## src/hw/rtl/sspa_pkg.sv

```systemverilog
// Shared types, codes and helpers for the sized slot pool allocator.
// No dependencies; imported by sized_slot_pool_allocator_core.
package sspa_pkg;

    localparam int NUM_CLASSES = 4;
    localparam int MAP_W       = 16;

    typedef logic [1:0]       class_t;
    typedef logic [3:0]       slot_t;
    typedef logic [4:0]       count_t;
    typedef logic [MAP_W-1:0] map_t;

    typedef enum logic [1:0] {
        MODE_ACQUIRE = 2'd0,
        MODE_RELEASE = 2'd1,
        MODE_STATUS  = 2'd2,
        MODE_SPARE   = 2'd3
    } mode_t;

    typedef enum logic [1:0] {
        ST_OK        = 2'd0,
        ST_EXHAUSTED = 2'd1,
        ST_RANGE     = 2'd2
    } status_t;

    // Bits 0..size-1 set; size is clamped to 16.
    function automatic map_t class_mask(input count_t size);
        logic [MAP_W:0] one_hot;
        one_hot = (size >= count_t'(MAP_W)) ? {1'b1, {MAP_W{1'b0}}}
                                             : ((MAP_W+1)'(1) << size);
        return map_t'(one_hot - (MAP_W+1)'(1));
    endfunction

    function automatic count_t popcount(input map_t v);
        count_t n;
        n = '0;
        for (int i = 0; i < MAP_W; i++) begin
            n = n + count_t'(v[i]);
        end
        return n;
    endfunction

    // Index of lowest set bit; zero when none is set.
    function automatic slot_t lowest_set(input map_t v);
        slot_t idx;
        idx = '0;
        for (int i = MAP_W - 1; i >= 0; i--) begin
            if (v[i]) begin
                idx = slot_t'(i);
            end
        end
        return idx;
    endfunction

endpackage

```

## src/hw/rtl/sized_slot_pool_allocator_core.sv

```systemverilog
// Sized slot pool allocator: four size classes of free bitmaps plus wrapping
// attempt and failure counters. Depends on sspa_pkg.
//
// A command is transferred on any edge where start is high (busy stays low:
// a command can be issued every cycle). It is captured in an input register,
// resolved in the following cycle against the bitmaps, and registered in the
// result register; its result shows on the result ports for one cycle with done high.
// Throughput is one command per cycle; each command sees the bitmap updates
// of every earlier one. The receiver cannot stall: a result not taken in its
// done cycle is gone. attempts_total and failures_total are the counter values
// after that command and are valid while done is high.
module sized_slot_pool_allocator_core
    import sspa_pkg::*;
#(
    parameter int SMALL_SLOTS  = 8,
    parameter int MEDIUM_SLOTS = 8,
    parameter int LARGE_SLOTS  = 4,
    parameter int XLARGE_SLOTS = 4
)
(
    input  logic        clk,
    input  logic        rst_n,
    input  logic        start,
    output logic        busy,
    input  logic [1:0]  mode,
    input  logic [1:0]  size_class,
    input  logic [3:0]  slot_index,
    output logic        done,
    output logic [1:0]  status,
    output logic [1:0]  granted_class,
    output logic [3:0]  granted_slot,
    output logic [4:0]  free_count,
    output logic [4:0]  used_count,
    output logic [31:0] attempts_total,
    output logic [31:0] failures_total
);

    localparam count_t SIZE [NUM_CLASSES] = '{
        count_t'(SMALL_SLOTS), count_t'(MEDIUM_SLOTS),
        count_t'(LARGE_SLOTS), count_t'(XLARGE_SLOTS)
    };

    // input register
    logic   in_valid_reg;
    mode_t  mode_reg;
    class_t class_reg;
    slot_t  slot_reg;

    // state
    map_t        free_map_reg  [NUM_CLASSES];
    map_t        free_map_next [NUM_CLASSES];
    logic [31:0] attempt_reg, attempt_next;
    logic [31:0] failure_reg, failure_next;

    // result register
    logic    done_reg;
    status_t status_reg, status_next;
    class_t  report_reg, report_next;
    slot_t   gslot_reg, gslot_next;
    count_t  free_reg, free_next;
    count_t  used_reg, used_next;

    assign busy = 1'b0;

    always_ff @(posedge clk or negedge rst_n)
    begin
        if (!rst_n)
        begin
            in_valid_reg <= 1'b0;
        end
        else
        begin
            in_valid_reg <= start;
        end
    end

    always_ff @(posedge clk)
    begin
        if (start)
        begin
            mode_reg  <= mode_t'(mode);
            class_reg <= size_class;
            slot_reg  <= slot_index;
        end
    end

    always_comb
    begin
        map_t   avail [NUM_CLASSES];
        map_t   new_map;
        logic   found;
        logic [2:0] tried;
        logic [2:0] full;
        for (int k = 0; k < NUM_CLASSES; k++)
        begin
            free_map_next[k] = free_map_reg[k];
            avail[k]         = free_map_reg[k] & class_mask(SIZE[k]);
        end
        attempt_next = attempt_reg;
        failure_next = failure_reg;
        status_next  = ST_OK;
        report_next  = class_reg;
        gslot_next   = '0;
        found        = 1'b0;
        tried        = '0;
        full         = '0;
        unique case (mode_reg)
            MODE_ACQUIRE:
            begin
                // walk upward from the requested class to the first with room
                for (int k = 0; k < NUM_CLASSES; k++)
                begin
                    if (class_t'(k) >= class_reg && !found)
                    begin
                        tried = tried + 3'd1;
                        if (avail[k] != '0)
                        begin
                            found       = 1'b1;
                            report_next = class_t'(k);
                            gslot_next  = lowest_set(avail[k]);
                            free_map_next[k] = free_map_reg[k]
                                & ~(map_t'(1) << lowest_set(avail[k]));
                        end
                        else
                        begin
                            full = full + 3'd1;
                        end
                    end
                end
                attempt_next = attempt_reg + 32'(tried);
                failure_next = failure_reg + 32'(full);
                if (!found)
                begin
                    status_next = ST_EXHAUSTED;
                end
            end
            MODE_RELEASE:
            begin
                if (count_t'(slot_reg) < SIZE[class_reg])
                begin
                    free_map_next[class_reg] = free_map_reg[class_reg]
                        | (map_t'(1) << slot_reg);
                end
                else
                begin
                    status_next = ST_RANGE;
                end
            end
            default:
            begin
                // status query; the spare mode code behaves the same
            end
        endcase
        new_map   = free_map_next[report_next] & class_mask(SIZE[report_next]);
        free_next = popcount(new_map);
        used_next = SIZE[report_next] - free_next;
    end

    always_ff @(posedge clk or negedge rst_n)
    begin
        if (!rst_n)
        begin
            for (int k = 0; k < NUM_CLASSES; k++)
            begin
                free_map_reg[k] <= class_mask(SIZE[k]);
            end
            attempt_reg <= '0;
            failure_reg <= '0;
            done_reg    <= 1'b0;
        end
        else
        begin
            done_reg <= in_valid_reg;
            if (in_valid_reg)
            begin
                for (int k = 0; k < NUM_CLASSES; k++)
                begin
                    free_map_reg[k] <= free_map_next[k];
                end
                attempt_reg <= attempt_next;
                failure_reg <= failure_next;
            end
        end
    end

    always_ff @(posedge clk)
    begin
        if (in_valid_reg)
        begin
            status_reg <= status_next;
            report_reg <= report_next;
            gslot_reg  <= gslot_next;
            free_reg   <= free_next;
            used_reg   <= used_next;
        end
    end

    assign done           = done_reg;
    assign status         = status_reg;
    assign granted_class  = report_reg;
    assign granted_slot   = gslot_reg;
    assign free_count     = free_reg;
    assign used_count     = used_reg;
    assign attempts_total = attempt_reg;
    assign failures_total = failure_reg;

    // every command held in the input register yields one result with done high
    a_result_follows: assert property (@(posedge clk) disable iff (!rst_n)
        in_valid_reg |=> done)
        else $error("result strobe missing");

    a_counts_sum: assert property (@(posedge clk) disable iff (!rst_n)
        done |-> (free_count + used_count == SIZE[granted_class]))
        else $error("free and used counts do not add up to class size");

    a_acquire_counts: assert property (@(posedge clk) disable iff (!rst_n)
        (in_valid_reg && mode_reg == MODE_ACQUIRE)
            |=> (attempts_total != $past(attempts_total)))
        else $error("acquire did not advance attempt counter");

    a_failure_status: assert property (@(posedge clk) disable iff (!rst_n)
        (done && status == ST_EXHAUSTED) |-> (failures_total != $past(failures_total)))
        else $error("exhausted acquire without failure count");

endmodule
```

## config.mk

```make
export PLATFORM = sky130hd
export DESIGN_NAME = sized_slot_pool_allocator_core
export DESIGN_NICKNAME = d
export VERILOG_FILES = /design/src/hw/rtl/sspa_pkg.sv /design/src/hw/rtl/sized_slot_pool_allocator_core.sv
export SDC_FILE = /design/constraint.sdc
export NUM_CORES = 1
export LEC_CHECK = 0
export BUFFER_PORTS_ARGS = -buffer_cell sky130_fd_sc_hd__buf_2
export CAP_MARGIN = 10
export CORE_UTILIZATION = 35
export DETAILED_ROUTE_END_ITERATION = 10
export PLACE_DENSITY = 0.61
export SYNTH_ARGS = -nofsm -noshare
export SYNTH_HDL_FRONTEND = slang
export SYNTH_SLANG_ARGS = --single-unit
```

## constraint.sdc

```tcl
create_clock -name clk -period 6 [get_ports clk]
set_clock_uncertainty 0.05 [all_clocks]
set_input_delay 0.3 -clock clk [delete_from_list [all_inputs] [get_ports clk]]
set_output_delay 0.3 -clock clk [all_outputs]
set_load 0.05 [all_outputs]
```

Word-level counts from Yosys, hierarchy flattened
Cells that the tools add are included.

Add/sub/neg operators: 25. Magnitude comparators: 9. Equality and inequality tests: 1. Shift operators: 6. Multiplexer cells: 114. Bitwise operators: 12. Reduce and logical (&&, ||, !) cells: 13.

Operators by type and width (number): two-way mux 16 bit (14); two-way mux 4 bit (39); case mux 64 bit (2 select lines) (1); AND 16 bit (5); left shift 1 x 4 -> 16 bit, first input constant (5); adder 32 x 3 -> 32 bit (2); binary-select mux 16 bit (select 2 bit) (2); bitwise mux 64 bit (1); two-way mux 64 bit (1); inverter 16 bit (4); nonzero test 16 bit (4); two-way mux 3 bit (21); adder 5 x 1 -> 5 bit (11); demux 16 bit (select 2 bit) (1); two-way mux 2 bit (12); binary-select mux 5 bit (select 2 bit) (2); two-way mux 5 bit (4); adder 3 x 1 -> 3 bit, second input constant (6); OR 16 bit (1); left shift 1 x 5 -> 16 bit, first input constant (1); subtractor 16 x 1 -> 16 bit, second input constant (1); two-way mux 1 bit (15); >= comparator 3 bit, second input constant (2); inverter 2 -> 3 bit (2); 16 further kinds (23).

Register bits after elaboration: 156. Input bits: 11. Output and inout bits: 84. Word-level logic and storage cells: 196.

Logic depth before layout (Yosys ltp)
Depth after elaboration: 42. Depth in mapped cells: 21. Mapped depth without buffers: 20.

Worst setup path after synthesis
Ideal clock, no wire load.

Path type: flip-flop to flip-flop. From: register class_reg[1]. To: register used_reg[3] (netlist: used_count[3]), data pin. Library setup time: 0.258 ns. Arrival: 4.987 ns. Path slack: 0.705 ns. Cell stages (with the launch flop): 20. Buffers on the path: 0. Period minus slack after synthesis: 5.295 ns. Cell sequence: edfxtp_1 ha_1 a2111oi_1 nand2_1 o311a_1 a311oi_1 o32ai_1 a21oi_1 fa_1 inv_1 ha_1 inv_1 fa_1 inv_1 ha_1 fa_1 xor2_1 ha_1 a31oi_1 xnor2_1.

Cells in the longest elaborated chain, start to end: 39.

RTL lines: from (decl) (line sized_slot_pool_allocator_core.sv:46) `class_t class_reg;`; from (signal assigned) (line sized_slot_pool_allocator_core.sv:82) `class_reg <= size_class;`; >= comparator 1 x 2 -> 1 bit (line sized_slot_pool_allocator_core.sv:113) `if (class_t'(k) >= class_reg && !found)`; two-way mux 1 bit (line sized_slot_pool_allocator_core.sv:113); two-way mux 1 bit (line sized_slot_pool_allocator_core.sv:107) `unique case (mode_reg)`; logical NOT 1 bit (line sized_slot_pool_allocator_core.sv:113); logical AND 1 bit (line sized_slot_pool_allocator_core.sv:113); two-way mux 1 bit (line sized_slot_pool_allocator_core.sv:113); two-way mux 1 bit (line sized_slot_pool_allocator_core.sv:107); logical NOT 1 bit (line sized_slot_pool_allocator_core.sv:113); (+14 left out); AND 16 bit (line sized_slot_pool_allocator_core.sv:154) `new_map = free_map_next[report_next] & class_mask(SIZE[report_next]);`; adder 1 x 1 -> 2 bit (line sspa_pkg.sv:38) `n = n + count_t'(v[i]);`; adder 2 x 1 -> 3 bit (line sspa_pkg.sv:38); adder 3 x 1 -> 4 bit (line sspa_pkg.sv:38); adder 4 x 1 -> 5 bit (line sspa_pkg.sv:38); adder 5 x 1 -> 5 bit (11 in a row) (line sspa_pkg.sv:38); subtractor 5 bit * (line sized_slot_pool_allocator_core.sv:156) `used_next = SIZE[report_next] - free_next;`; net used_next[3] (line sized_slot_pool_allocator_core.sv:61) `count_t used_reg, used_next;`; to (signal assigned) (line sized_slot_pool_allocator_core.sv:194) `used_reg <= used_next;`; to (decl) (line sized_slot_pool_allocator_core.sv:61).

The timed path passes the listed nets; every way through them passes the cells marked *. The select of a mux whose other input is x is not followed. A chain may end at the register's enable or synchronous reset.

Worst setup path after layout
From: register free_map_reg[55] (netlist bit). To: register used_reg[3] (netlist: used_count[3]), data pin.

Cells in the longest elaborated chain, start to end: 40.

RTL lines: from (decl) (line sized_slot_pool_allocator_core.sv:50) `map_t free_map_reg [NUM_CLASSES];`; from (signal, indexed assignment) (line sized_slot_pool_allocator_core.sv:165) `free_map_reg[k] <= class_mask(SIZE[k]);`; from (signal, indexed assignment) (line sized_slot_pool_allocator_core.sv:178) `free_map_reg[k] <= free_map_next[k];`; nonzero test 16 bit (line sized_slot_pool_allocator_core.sv:116) `if (avail[k] != '0)`; two-way mux 1 bit (line sized_slot_pool_allocator_core.sv:116); two-way mux 1 bit (line sized_slot_pool_allocator_core.sv:113); two-way mux 1 bit (line sized_slot_pool_allocator_core.sv:107); logical NOT 1 bit (line sized_slot_pool_allocator_core.sv:113); logical AND 1 bit (line sized_slot_pool_allocator_core.sv:113); two-way mux 1 bit (line sized_slot_pool_allocator_core.sv:113); two-way mux 1 bit (line sized_slot_pool_allocator_core.sv:107); (+15 left out); AND 16 bit (line sized_slot_pool_allocator_core.sv:154); adder 1 x 1 -> 2 bit (line sspa_pkg.sv:38); adder 2 x 1 -> 3 bit (line sspa_pkg.sv:38); adder 3 x 1 -> 4 bit (line sspa_pkg.sv:38); adder 4 x 1 -> 5 bit (line sspa_pkg.sv:38); adder 5 x 1 -> 5 bit (11 in a row) (line sspa_pkg.sv:38); subtractor 5 bit * (line sized_slot_pool_allocator_core.sv:156); net used_next[3] (line sized_slot_pool_allocator_core.sv:61).

Marks and branches as above.

==> results.toml <==
[sta]
relSlewSlack_pct = 42.46
max_freq_mhz = 179.4
final.setup.tns_ns = 0
drv_slew = 0
grt_setup_unrepaired = "false"
fin_crit_ns = 5.575
tightest_slew_ns = 0.8565
timing.final.crit_share_pct = 92.91
setup_slack_ns = 0.4255
finalHoldViolations = 0
setup_viol = 0

[die]
die_area_sq_um = 20870
die_h_um = 144.5
core_sq_um = 19650
io_pins = 95
num_rows = 51
fp.dieW_um = 144.5
initial_core_util_pct = 36.15

[clock_network]
cts_sinks = 121
clkTransAtPathRegs_ns = 0.06
numCtsBuffers = 17
htreeDepth = 4
ctsResizeCount = 0
clk_path_buf_depth = 2
clkLatencyLatePin_ns = 0.42
cts_tree = "yes"
root_buffer = "clkbuf_16"
post_cts.repair.setup_buffers = 0

[pwr]
power.leakage_uw = 0.003887
p_total_uw = 3273
peakVddDrop_uv = 220.4
power_density_nw_per_um2 = 382.6

[logic_synthesis]
synth_edf_count = 23
synthArstFlopShare_pct = 80.99
syn-cell-area_sq_um = 7104
yosysSeqAreaShare_pct = 44.66
avgSynthCellArea_sq_um = 9.992
ys_ff_latch = 121
synth.distinct_cells = 82
ys_warn_count = 0
syn_inst = 711
synth_ff_type = "dfrtp_1"

[place]
dpl.hpwl_um = 13900
portBuffers = 91
place_ws_ns = 0.4800
dp_cells = 1060
routabilityCongestion = 0.9434

[layout]
layout_common_cells = "buf_2 (90), nand2_1 (82), dfrtp_1 (73)"
syn_to_final_growth_pct = 20.41
diodes = 0
nNetsFinal = 858
drive_gt1_share_pct = 26.02
stdcell_count = 1099
final_common_cell = "buf_2"

[worst_hold_path]
hold_class = "primary input to register"
hold_path_depth = 1
min_from = "size_class[0]"

[drt]
vias_per_cell = 5.279
wl_per_cell_um = 17.19
drtPass1Iterations = 6
route.detailed.drc = 0
via_count = 5802
detail-route-antenna-nets = 0
drt_iter0_drc = 413
drt-total-wl_um = 18890

[grt]
grt_pass1_vias = 5606
track_usage_pct = 19.22
grt_max_degree = 58
grt-ovfl-total = 0
antenna_found_initial = 0
grt_pass1_wl_um = 30530

[critical_path]
reg2reg_depth = 20
endpoint_kind = "register"
required_ns = 6.11
crit_type = "register to register"
critPathLaunchType = "register"
r2r_start = "free_map_reg[55]$_DFFE_PN1P_"
cp_max_fo = 7
crit_arrival_ns = 5.69
critPathLaunch = "free_map_reg[55]$_DFFE_PN1P_"

[run]
max-cap-violations = 0

[status]
status = "completed"
## where the power goes
group / leakage (uW) / internal [uW] / switching [uW]
clock: 0.000299 / 617 / 402
sequential: 0.00149 / 1030 / 157
combinational: 0.00209 / 390 / 671
## synthesized netlist by cell type, drive strengths merged, types with 6 or more instances
cell	n	area share, %
nor2	71	3.8
nand3	22	1.5
xnor2	46	5.7
o21a	7	0.74
clkbuf	16	0.99
a21oi	38	2.7
nor3	16	1.1
inv	28	1.5
a21o	8	0.85
nor4	6	0.53
o21ai	30	2.1
or4	9	1.1
dfrtp	74	26
buf	13	1.3
fa	6	1.7
nand4	20	1.8
ha	20	3.5
nand2	82	4.3
dfstp	24	8.9
mux2i	7	0.99
or2	6	0.53
and3	9	0.83
mux2	17	2.7
edfxtp	23	9.7
mux4	8	2.6
a31oi	9	0.88
xor2	23	2.8
## cell type report
| type | count | area (sq um) |
|---|---|---|
| Fill cell | 1936 | 11100 |
| Clock inverter | 13 | 131.4 |
| Tap cell | 265 | 331.6 |
| Clock buffer | 19 | 464.2 |
| Multi-Input combinational cell | 534 | 3664 |
| Timing Repair Buffer | 118 | 678.2 |
| Sequential cell | 121 | 3174 |
| Inverter | 29 | 111.4 |
## final timing paths
path,to,slack [ns]
max,used_count[3]$_DFFE_PP_,0.43
max in group asynchronous,in_valid_reg$_DFF_PN0_,4.37
min reg2reg,failures_total[31]$_DFFE_PN0P_,0.41
max reg2reg,used_count[3]$_DFFE_PP_,0.43
min,class_reg[0]$_DFFE_PP_,0.02
min in group asynchronous,attempts_total[7]$_DFFE_PN0P_,0.36
## worst max-delay path, stage by stage, from the launching register on
cell and delay, ns:
dfstp_2 0.39, or4_4 0.59, o21bai_4 0.25, and2_4 0.22, inv_4 0.04, or4_1 0.49, a31oi_1 0.34, o311ai_1 0.15
o22ai_2 0.17, fa_1 0.43, inv_1 0.07, ha_1 0.11, inv_1 0.05, fa_1 0.53, inv_1 0.04, ha_1 0.21
fa_1 0.38, xor2_1 0.18, ha_1 0.32, a31oi_1 0.21, xnor2_1 0.08
## layer usage
metal	global-route usage, %	wire length [um]	up-vias
li1	-	-	2769
met1	27.27	8689	2805
met2	28.82	8523	205
met3	4.801	1415	23
met4	5.319	258	0
met5	0	0	-
## stage by stage
stage / utilization [%] / hold WS [ns] / area (sq um)
final: 43.53 / 0.01549 / 8554
after global routing: 43.53 / 0.003365 / 8554
after CTS: 43.53 / 0.003095 / 8554
after detailed placement: 40.14 / 0.2843 / 7889
after global placement: 40.14 / 0.2833 / 7889
after floorplan: - / -0.04559 / 7112
## timing repair
item / in CTS / in global routing
hold buffers: 7 / 0
endpoints found under the setup margin: 0 / 0
endpoints found under the hold margin: 27 / 0
## logic make-up after synthesis
kind of cell               count (synthesis)  synth area share (%)
DFF                                      121                 44.66
AOI/OAI and AO/OA                        140                 13.21
xor gates and xnor gates                  69                 8.507
and+or+nand+nor                          264                 18.21
buffers and inverters                     58                 3.874
muxes                                     32                 6.270
other                                      1               0.05278
adders and majority gates                 26                 5.213
No activity file was read; power rests on OpenSTA's default activity.
